[src/hw/rtl/boxds_pkg.sv]
package boxds_pkg;

	// default build limits
	localparam int DEF_MAX_BLOCK_WIDTH  = 16;
	localparam int DEF_MAX_BLOCK_HEIGHT = 16;
	localparam int DEF_MAX_DST_WIDTH    = 1024;

	// fixed limits of the source and output frame
	localparam int SRC_LIMIT        = 16384;
	localparam int SRC_W            = 14;
	localparam int DST_HEIGHT_LIMIT = 1024;
	localparam int OUT_ROW_W        = $clog2(DST_HEIGHT_LIMIT + 1);

	localparam int CFG_ADDR_W = 5;

	typedef enum logic [2:0] {
		REG_SRC_WIDTH,
		REG_SRC_HEIGHT,
		REG_BLOCK_WIDTH,
		REG_BLOCK_HEIGHT,
		REG_DST_WIDTH,
		REG_DST_HEIGHT
	} reg_idx_t;

	typedef struct packed {
		logic [7:0] in_red;
		logic [7:0] in_green;
		logic [7:0] in_blue;
		logic [7:0] in_alpha;
	} pix_t;

	typedef struct packed {
		logic [7:0] out_red;
		logic [7:0] out_green;
		logic [7:0] out_blue;
		logic [7:0] out_alpha;
		logic       frame_done;
	} res_t;

	typedef struct packed {
		logic [14:0] src_width;
		logic [14:0] src_height;
		logic [4:0]  block_width;
		logic [4:0]  block_height;
		logic [10:0] dst_width;
		logic [10:0] dst_height;
	} cfg_t;

	// controller -> datapath
	typedef struct packed {
		logic accept;
		logic write;
		logic div_start;
		logic out_load;
	} cmd_t;

	// datapath -> controller
	typedef struct packed {
		logic rmw;
		logic need_div;
		logic div_busy;
		logic out_free;
	} status_t;

	// zero counts as one, anything above the limit is the limit
	function automatic logic [31:0] clamp_reg(input logic [31:0] v, input logic [31:0] lim);
		return (v == 32'd0) ? 32'd1 : ((v > lim) ? lim : v);
	endfunction

endpackage

[src/hw/rtl/boxds_ctrl.sv]
module boxds_ctrl (
	input  logic                clk,
	input  logic                arst_n,
	input  logic                in_valid,
	output logic                in_stall,
	input  boxds_pkg::status_t  st,
	output boxds_pkg::cmd_t     cmd
);
	import boxds_pkg::*;

	typedef enum logic [1:0] {
		S_IDLE,
		S_RMW,
		S_DIV,
		S_OUT
	} state_t;

	state_t state_q, state_nx;
	logic   in_stall_q;

	always_comb begin
		cmd      = '0;
		state_nx = state_q;
		case (state_q)
			S_IDLE: begin
				cmd.accept = in_valid;
				if (in_valid && st.rmw) begin
					state_nx = S_RMW;
				end
			end
			S_RMW: begin
				cmd.write = 1'b1;
				if (st.need_div) begin
					cmd.div_start = 1'b1;
					state_nx      = S_DIV;
				end else begin
					state_nx = S_IDLE;
				end
			end
			S_DIV: begin
				if (!st.div_busy) begin
					state_nx = S_OUT;
				end
			end
			S_OUT: begin
				if (st.out_free) begin
					cmd.out_load = 1'b1;
					state_nx     = S_IDLE;
				end
			end
			default: state_nx = S_IDLE;
		endcase
	end

	always_ff @(posedge clk or negedge arst_n) begin
		if (!arst_n) begin
			state_q    <= S_IDLE;
			in_stall_q <= 1'b0;
		end else begin
			state_q    <= state_nx;
			in_stall_q <= state_nx != S_IDLE;
		end
	end

	assign in_stall = in_stall_q;

endmodule

[config.mk]
export PLATFORM = sky130hd
export DESIGN_NAME = boxds_ctrl
export DESIGN_NICKNAME = d
export VERILOG_FILES = /design/src/hw/rtl/boxds_pkg.sv /design/src/hw/rtl/boxds_ctrl.sv
export SDC_FILE = /design/constraint.sdc
export NUM_CORES = 1
export LEC_CHECK = 0
export ABC_AREA = 1
export BUFFER_PORTS_ARGS = -buffer_cell sky130_fd_sc_hd__buf_2
export CAP_MARGIN = 20
export CELL_PAD_IN_SITES_DETAIL_PLACEMENT = 1
export CELL_PAD_IN_SITES_GLOBAL_PLACEMENT = 1
export CORE_AREA = 2 2 39 41
export CTS_CLUSTER_SIZE = 40
export DETAILED_ROUTE_END_ITERATION = 12
export DIE_AREA = 0 0 41 43
export PLACE_DENSITY = 0.54
export SLEW_MARGIN = 20
export SYNTH_ARGS = -nofsm -noshare
export SYNTH_HDL_FRONTEND = slang
export SYNTH_SLANG_ARGS = --single-unit
export TNS_END_PERCENT = 20
[constraint.sdc]
create_clock -name clk -period 2.2 [get_ports clk]
set_clock_uncertainty 0.15 [all_clocks]
set_input_delay 0.11 -clock clk [delete_from_list [all_inputs] [get_ports clk]]
set_output_delay 0.11 -clock clk [all_outputs]
set_load 0.01 [all_outputs]
---- Word level (Yosys, flattened, before mapping) ----
Cells that the tools add are included.
Widths: inputs -> output; s select.
operators by class
  eq/ne operators ......................... 3
  mux-type cells .......................... 10
  reductions and logical operators ........ 3
operators by type and width
  operator            number
  $mux 2              5
  $pmux 2 s4          1
  $eq 2x2->1 const B  2
  $mux 1              4
  $eq 2x1->1 const B  1
  $logic_not 2->1     1
  $reduce_bool 2->1   1
  $logic_and 1x1->1   1
word-level totals
  register bits ........................... 3
  input port bits ......................... 7
  output and inout port bits .............. 5
  logic and storage cells ................. 18

---- Longest topological paths before layout ----
  word-level depth ........................ 4
  mapped depth ............................ 4

---- Worst setup path before layout ----
OpenSTA, ideal clock, no wires.
  path type ............................... register to output
  start ................................... register state_q[1]
  end ..................................... output port cmd[1] in the netlist's numbering
  arrival time ............................ 0.694 ns
  slack ................................... 1.246 ns
  cell stages (with the launch flop) ...... 4
  path buffers ............................ 0
  cells stage by stage .................... dfrtp_1 -> inv_1 -> nand3_1 -> inv_1
RTL lines
  element                 RTL line          text
  from (decl)             boxds_ctrl.sv:18  state_t state_q, state_nx;
  from (signal assigned)  boxds_ctrl.sv:60  state_q <= state_nx;
  to (decl)               boxds_ctrl.sv:7   output boxds_pkg::cmd_t cmd

==> flow_summary.json <==
{
  "outcome": "complete, no violations",
  "grt_pass1_wl_microns": 614,
  "hold_viol": 0,
  "min-delay-start": "st[2]",
  "tns_ns": 0,
  "drtIter0Drc": 0,
  "chipWidth_microns": 41,
  "most-common-layout-cells": "buf_2 (11), nor2_1 (5), nand2_1 (5), inv_1 (4)",
  "ir_drop_v": 0.000199,
  "ys_ff_latch": 3,
  "grt_max_degree": 7,
  "cts_root_buf": "clkbuf_4",
  "rows": 14,
  "ys_types": 8,
  "dpl_worst_slack_ns": 1.10,
  "hold_end": "state_q[1]",
  "finalPower_uw": 357,
  "timing.rr.end": "in_stall",
  "dr.pass1.iters": 1,
  "num_vias": 189,
  "core_sq_um": 1380,
  "cts_resized": 0,
  "overflow": 0,
  "drv_cap": 0,
  "nets": 46,
  "die_area_sq_um": 1760,
  "drc_errors": 0,
  "drt_wl_total_microns": 384,
  "period_needed_ns": 1.32,
  "avgSynthCellArea_sq_um": 7.45,
  "grt_setup_unrepaired": "false",
  "clk_latency_ns": 0.22,
  "worstRegToRegCells": 4,
  "worstSetupStartpointType": "flip-flop",
  "p_per_area_nw_per_um2": 1300,
  "synth_warnings": 0,
  "ff_latch_area_sq_um": 75.1,
  "r2r_slack_ns": 1.22,
  "postCtsSetupRepairBufs": 0,
  "avgViaCountPerCell": 3.50,
  "synthCells": 22,
  "yosysSeqAreaShare_pct": 45.8,
  "layout_setup_ws_ns": 0.876,
  "cts_sinks": 3,
  "fillerInstances": 182,
  "numPortBuffers": 11,
  "drive_gt1_share_pct": 47.4,
  "diodes": 0,
  "ant_nets": 0,
  "crit_type": "reg2out",
  "cts_tree": "built",
  "cp_max_fo": 4,
  "initial_utilization_pct": 11.8,
  "syn_area_sq_um": 164,
  "clk_pin_slew_worst_paths_ns": 0.03,
  "fp.dieH_microns": 43,
  "place.gp.congestion": 0.615,
  "cp.arrival_ns": 1.06,
  "avgRoutedWirePerCell_microns": 7.11,
  "multi_input_area_sq_um": 73.8,
  "hp-class": "in2reg",
  "grt_pass1_vias": 179,
  "dp_cells": 49,
  "relSlewSlack_pct": 87.8,
  "worst_pin_slew_ns": 0.183,
  "timing.rr.start": "state_q[0]",
  "fmax_mhz": 755,
  "cp-end-kind": "output port",
  "syn2layout_area_growth_pct": 67.9,
  "fin_util_pct": 19.9,
  "cts-buffers-inserted": 3,
  "grt_antenna_before_repair": 0,
  "dp_hpwl_microns": 330,
  "whs_path_depth": 3,
  "final_max_slew_viol_count": 0,
  "design.portCount": 12,
  "cellLeakagePower_nw": 0.168,
  "stdcell_count": 54,
  "final_common_cell": "buf_2",
  "grtUsageTotal_pct": 5.04,
  "period_share_pct": 60.2,
  "synthesis.nets": 29,
  "required_ns": 1.94,
  "ctsHtreeMaxLevel": 1,
  "setup_violations": 0,
  "cts_hold_buf": 1,
  "cts_buffer_depth": 2
}
cell families (layout without fill, tap and decap cells):
| family | Yosys count | after routing | share of synthesized area (%) |
|---|---|---|---|
| and+or+nand+nor | 14 | 14 | 39.7 |
| buffers and inverters | 4 | 20 | 9.16 |
| DFF | 3 | 3 | 45.8 |
| AOI/OAI and AO/OA | 1 | 1 | 5.34 |
worst max-delay path by stage:
stage / slack [ns] / startpoint / endpoint / cells past startpoint
global route: 0.79 / state_q[1] / cmd[1] / 4
CTS: 0.86 / state_q[1] / cmd[1] / 4
floorplan: 1.25 / state_q[1] / cmd[1] / 3
finish: 0.88 / state_q[1] / cmd[1] / 4
detailed placement: 1.10 / state_q[1] / cmd[1] / 4
global placement: 1.10 / state_q[1] / cmd[1] / 4
Yosys cell counts:
| master | count | area share (%) |
|---|---|---|
| nand2_1 | 5 | 11 |
| o21ai_2 | 1 | 5.3 |
| nor2_1 | 5 | 11 |
| dfrtp_1 | 3 | 46 |
| nand3_1 | 1 | 3.1 |
| nand2_2 | 2 | 7.6 |
| inv_1 | 4 | 9.2 |
| nand3_2 | 1 | 6.1 |
final cells by class:
cell class | count | area share (%)
clock buffers | 4 | 9.55
well taps | 16 | 7.27
inverters | 4 | 5.45
multi-input cells | 15 | 26.8
repair buffers | 12 | 23.6
flip-flops and latches | 3 | 27.3
through the flow:
stage	cell area, sq um	hold WS, ns
2_1_floorplan	164	-0.336
3_3_place_gp	239	-0.244
3_5_place_dp	239	-0.244
4_1_cts	275	0.0574
5_1_grt	275	0.0654
6_report	275	0.0534
flip-flops by register name, indices dropped and copies added, names as in the netlist:
register	flops
state_q	2
in_stall	1
per-layer routing:
layer	share of wire (%)	GRT usage [%]	wire length (microns)	vias to the layer above
met4	0	4.00	0	0
met2	55	8.75	213	5
met1	36	5.19	137	88
met5	0	0	0	-
met3	8.3	0	32	0
li1	-	-	-	96
worst max-delay path, stage by stage, from the launching register on:
cell	delay (ns)
dfrtp_1	0.41
inv_1	0.11
nand3_1	0.13
inv_1	0.08
buf_2	0.12
power by group:
group	leakage (nW)	switching, mW	internal [mW]
logic	0.117	0.0893	0.0645
registers	0.0360	0.0268	0.0839
clock network	0.0150	0.0243	0.0677
Power figures use the tool's default switching activity.
