--- src/hw/rtl/boxds_pkg.sv ---
package boxds_pkg;

	// default build limits
	localparam int DEF_MAX_BLOCK_WIDTH  = 16;
	localparam int DEF_MAX_BLOCK_HEIGHT = 16;
	localparam int DEF_MAX_DST_WIDTH    = 1024;

	// fixed limits of the source and output frame
	localparam int SRC_LIMIT        = 16384;
	localparam int SRC_W            = 14;
	localparam int DST_HEIGHT_LIMIT = 1024;
	localparam int OUT_ROW_W        = $clog2(DST_HEIGHT_LIMIT + 1);

	localparam int CFG_ADDR_W = 5;

	typedef enum logic [2:0] {
		REG_SRC_WIDTH,
		REG_SRC_HEIGHT,
		REG_BLOCK_WIDTH,
		REG_BLOCK_HEIGHT,
		REG_DST_WIDTH,
		REG_DST_HEIGHT
	} reg_idx_t;

	typedef struct packed {
		logic [7:0] in_red;
		logic [7:0] in_green;
		logic [7:0] in_blue;
		logic [7:0] in_alpha;
	} pix_t;

	typedef struct packed {
		logic [7:0] out_red;
		logic [7:0] out_green;
		logic [7:0] out_blue;
		logic [7:0] out_alpha;
		logic       frame_done;
	} res_t;

	typedef struct packed {
		logic [14:0] src_width;
		logic [14:0] src_height;
		logic [4:0]  block_width;
		logic [4:0]  block_height;
		logic [10:0] dst_width;
		logic [10:0] dst_height;
	} cfg_t;

	// controller -> datapath
	typedef struct packed {
		logic accept;
		logic write;
		logic div_start;
		logic out_load;
	} cmd_t;

	// datapath -> controller
	typedef struct packed {
		logic rmw;
		logic need_div;
		logic div_busy;
		logic out_free;
	} status_t;

	// zero counts as one, anything above the limit is the limit
	function automatic logic [31:0] clamp_reg(input logic [31:0] v, input logic [31:0] lim);
		return (v == 32'd0) ? 32'd1 : ((v > lim) ? lim : v);
	endfunction

endpackage

--- src/hw/rtl/boxds_regs.sv ---
module boxds_regs (
	input  logic                              clk,
	input  logic                              arst_n,
	input  logic                              psel,
	input  logic                              penable,
	input  logic                              pwrite,
	input  logic [boxds_pkg::CFG_ADDR_W-1:0]  paddr,
	input  logic [31:0]                       pwdata,
	output logic [31:0]                       prdata,
	output logic                              pready,
	output boxds_pkg::cfg_t                   cfg
);
	import boxds_pkg::*;

	cfg_t     cfg_q;
	reg_idx_t idx;
	logic     wr;

	assign idx    = reg_idx_t'(paddr[CFG_ADDR_W-1:2]);
	assign wr     = psel && penable && pwrite;
	assign pready = 1'b1;
	assign cfg    = cfg_q;

	always_ff @(posedge clk or negedge arst_n) begin
		if (!arst_n) begin
			cfg_q.src_width    <= 15'd1;
			cfg_q.src_height   <= 15'd1;
			cfg_q.block_width  <= 5'd1;
			cfg_q.block_height <= 5'd1;
			cfg_q.dst_width    <= 11'd1;
			cfg_q.dst_height   <= 11'd1;
		end else if (wr) begin
			case (idx)
				REG_SRC_WIDTH:    cfg_q.src_width    <= pwdata[14:0];
				REG_SRC_HEIGHT:   cfg_q.src_height   <= pwdata[14:0];
				REG_BLOCK_WIDTH:  cfg_q.block_width  <= pwdata[4:0];
				REG_BLOCK_HEIGHT: cfg_q.block_height <= pwdata[4:0];
				REG_DST_WIDTH:    cfg_q.dst_width    <= pwdata[10:0];
				REG_DST_HEIGHT:   cfg_q.dst_height   <= pwdata[10:0];
				default: ;
			endcase
		end
	end

	always_comb begin
		case (idx)
			REG_SRC_WIDTH:    prdata = 32'(cfg_q.src_width);
			REG_SRC_HEIGHT:   prdata = 32'(cfg_q.src_height);
			REG_BLOCK_WIDTH:  prdata = 32'(cfg_q.block_width);
			REG_BLOCK_HEIGHT: prdata = 32'(cfg_q.block_height);
			REG_DST_WIDTH:    prdata = 32'(cfg_q.dst_width);
			REG_DST_HEIGHT:   prdata = 32'(cfg_q.dst_height);
			default:          prdata = 32'd0;
		endcase
	end

endmodule

--- config.mk ---
export PLATFORM = sky130hd
export DESIGN_NAME = boxds_regs
export DESIGN_NICKNAME = d
export VERILOG_FILES = /design/src/hw/rtl/boxds_pkg.sv /design/src/hw/rtl/boxds_regs.sv
export SDC_FILE = /design/constraint.sdc
export NUM_CORES = 1
export LEC_CHECK = 0
export BUFFER_PORTS_ARGS = -buffer_cell sky130_fd_sc_hd__buf_4
export CAP_MARGIN = 20
export CORE_MARGIN = 2
export CORE_UTILIZATION = 35
export DETAILED_ROUTE_END_ITERATION = 10
export PLACE_DENSITY = 0.73
export SLEW_MARGIN = 10
export SYNTH_ARGS = -nofsm -noshare
export SYNTH_HDL_FRONTEND = slang
export SYNTH_SLANG_ARGS = --single-unit
--- constraint.sdc ---
create_clock -name clk -period 3.17 [get_ports clk]
set_clock_uncertainty 0.2 [all_clocks]
set_input_delay 0.317 -clock clk [delete_from_list [all_inputs] [get_ports clk]]
set_output_delay 0.317 -clock clk [all_outputs]
set_load 0.01 [all_outputs]
---- Yosys cells after proc, flatten, opt, wreduce, memory -nomap -nowiden ----
Index checks and enable logic that the tools add are counted.
cells by class
  equal/unequal tests ..................... 5
  multiplexer cells ....................... 1
  reduce and logical (&&, ||, !) cells .... 9
operators with widths
  kind                                                 count
  case mux 15 bit (6 select lines)                     1
  AND reduction 2 bit                                  6
  equality test 3 x 2 -> 1 bit, second input constant  2
  equality test 3 bit, second input constant           2
  equality test 3 x 1 -> 1 bit, second input constant  1
  zero test 3 bit                                      1
  logical AND 1 bit                                    2
word-level totals
  register bits after elaboration ......... 62
  input bits .............................. 42
  output and inout port bits .............. 95
  logic and storage cells ................. 21

---- Longest topological paths before layout ----
  depth in word-level cells ............... 3
  mapped depth ............................ 6

---- Worst setup path after synthesis ----
Ideal clock, no wire load.
  path type ............................... input port to output port
  start ................................... input paddr[2] (netlist name)
  end ..................................... output prdata[0]
  arrival time ............................ 1.300 ns
  data required time ...................... 2.653 ns
  path slack .............................. 1.353 ns
  stages .................................. 5
  buffers on the path ..................... 3
  path through ............................ buf_4 buf_6 buf_4 mux2i_1 a221oi_1
between the ends
  cells in the longest elaborated chain, start to end .. 2
ends and longest elaborated chain
  what                                               line              RTL
  start: declaration                                 boxds_regs.sv:7   input logic [boxds_pkg::CFG_ADDR_W-1:0] paddr,
  equality test 3 bit, or another cell as far along  boxds_regs.sv:46  case (idx)
  case mux 15 bit (6 select lines) *                 boxds_regs.sv:46
  end: declaration                                   boxds_regs.sv:9   output logic [31:0] prdata,
Mark *: on every way between the ends. The rest lies on a longest branch, timed or not.

---- Worst setup path in the final report ----
  start ................................... input paddr[2] (netlist name)
  end ..................................... output prdata[7]
Same word-level chain as after synthesis.

==> metrics.txt <==
status=finished, final reports clean; Worst Hold Slack=0.0252 ns; Tightest Hold Check Type=in2reg; Worst setup EP type=output port; Post-Syn Area=0.00319 mm2; library cells used by synthesis=29; vias in the first global route=roughly 2100; Mapped Cells=216; Max Slew Vio Count=0; via density per instance=4.84; Post-Place Cells=413; Core Rows=34; CORE AREA=0.00876 mm2; RSZ-0062 raised after global routing=false; CP Data Arrival Time=around 1.6 ns; clock sink total=62; commonest non-fill, non-tap cells in the layout=102 x buf_4, 56 x dfrtp_1, 46 x mux2_2, 20 x mux2_4, 18 x conb_1; Max clock buf depth=2; WL/cell=between 15 and 20 um; max_slew headroom=46.8%; Synth area leaders=dfrtp_1 44%, mux2_2 16%, mux2_4 9.4%, buf_4 5.2%, dfstp_2 4.9%; DIE AREA=just under 0.01 mm2; Post-synth EDFFs=0; post-cts repair resize count=0; flip-flop count of the largest register after layout=62; chip height=99.5 um; fin util=46.5%; combinational power share=30.1%; IO buf count=99; largest family of logic cells by synthesized area=multiplexers; # diodes=0; vias=2081; Tmin final=between 2 and 2.5 ns; Least-Margin Pin Slew=0.798 ns; DR iter-0 viols=37; Top FF cell, synth=dfrtp_1; Seq/Total Area, Yosys=48.8%; peak supply drop=0.221 mV; mean post-synth cell area=14.8 um2; NetSw=708 uW; crit path max fanout=25; Maximum Capacitance Violations=0; detailed placer's ending HPWL=5130 um; Reg power frac=45.1%; Layout Cell Area excl Fill=roughly 0.004 mm2; TritonRoute pass-1 iters=4; top cell type's share of synthesized area=43.9%; clock latency on the worst-skew pair=0.33 ns; nets@finish=359; final std cells w/o fill=430; total CTS buffers=9; I/O pins=about 140; Syn. warnings=0; post-synth top area cell=dfrtp_1; Post-Synth Simple-Gate Area=6.74%; H-tree depth=3; Synth Area in XOR/XNOR=0%; Synth Area in Compound Gates=2.39%; Clock Root Buffer=clkbuf_8; Tcrit/Tclk final=65.9%; Power Density=590 mW/mm2; P_leak=between 2 and 2.5 nW; Int Pwr=1.70 mW; Post-DP Area=0.00391 mm2; Final setup viols=0; Sw Share=29.4%; fraction of synthesized area in multiplexers=33.9%; Async SR Flop Fraction=between 90% and 100%; Starting Density=36.4%; commonest non-fill, non-tap cell in the layout=buf_4; largest net degree at the start of global routing=63; DRC=0; GRT Total Usage=15.7%; Worst EP required=2.65 ns; highest clock rate=between 400 and 500 MHz; final antenna-violating net count=0; Synth Register Bits=62; Routed WL=between 7000 and 8000 um; Fin. Hold Viols=0; Die Width=99.5 um; Post-CTS Setup Inserts=0; first-pass GRT wire length=11900 um; Clk network pwr share=24.8%; global route overflow=0; CP startpoint kind=input port; initial antenna violation count=0; Clock transition at path regs=0.07 ns; crit path kind=in2out; CTS tree=yes; GP Congestion=0.798; post-synthesis adder-cell area fraction=0%; share of cells above drive strength 1=about three fifths; Post-CTS Hold Buffers=1; Layout area overhead=27.7%; final setup TNS=0 ns
cells in the mapped netlist, types with 2 or more instances:
cell type / instances
buf_4: 22
buf_6: 3
a221oi_1: 4
mux2_2: 46
dfrtp_1: 56
nor2_1: 6
conb_1: 2
dfstp_2: 6
o21a_1: 2
mux2i_1: 13
nand2_1: 4
nor2_8: 2
nor2b_1: 7
mux2_4: 20
a31oi_1: 2
nor2_4: 2
buf_12: 2
mux4_2: 6
kinds of logic after synthesis:
kind of cell,Yosys count
flops,62
simple gates,27
other cells,2
compound gates,10
mux,85
buf+inv,30
critical path: stages:
cell	delay, ns
buf_4	0.39
mux4_2	0.57
nor2b_1	0.14
buf_4	0.15
final cells by class:
cell class,instances,area (um2)
clock buffers,14,153
clock inverters,2,10.0
fillers,792,4680
inverters,1,3.75
multi-input cells,140,1440
flip-flops and latches,62,1560
well taps,108,135
repair buffers,103,776
worst paths after layout:
path,start,to,slack [ns],cells after the start
min reg2reg,cfg[36],cfg[36],0.34,1
max in group asynchronous,arst_n,cfg[2],1.82,2
max reg2reg,cfg[18],cfg[18],2.18,1
min in group asynchronous,arst_n,cfg[56],0.43,2
max,paddr[2],prdata[7],1.08,4
min,pwdata[13],cfg[60],0.03,2
routing by layer:
metal	vias to the layer above	global-route usage, %	part of all wire (%)
met2	83	25.3	50
met5	-	0	0
met3	8	3.65	5.6
met1	1048	20.9	44
li1	942	-	-
met4	0	5.69	1.1
power groups by stage:
stage | logic (mW) | clock network [mW] | registers (mW)
3_5_place_dp | 0.735 | 0 | 1.10
6_report | 0.725 | 0.598 | 1.09
5_1_grt | 0.779 | 0.661 | 1.11
2_1_floorplan | 0.318 | 0 | 1.15
3_3_place_gp | 0.724 | 0 | 1.09
4_1_cts | 0.737 | 0.625 | 1.09
per-stage QoR:
step                worst slack [ns]  power [mW]
floorplan                       1.35        1.46
global placement               0.977        1.81
detailed placement             0.954        1.83
CTS                             1.06        2.45
global route                   0.945        2.55
finish                          1.08        2.41
Power figures use the tool's default switching activity.
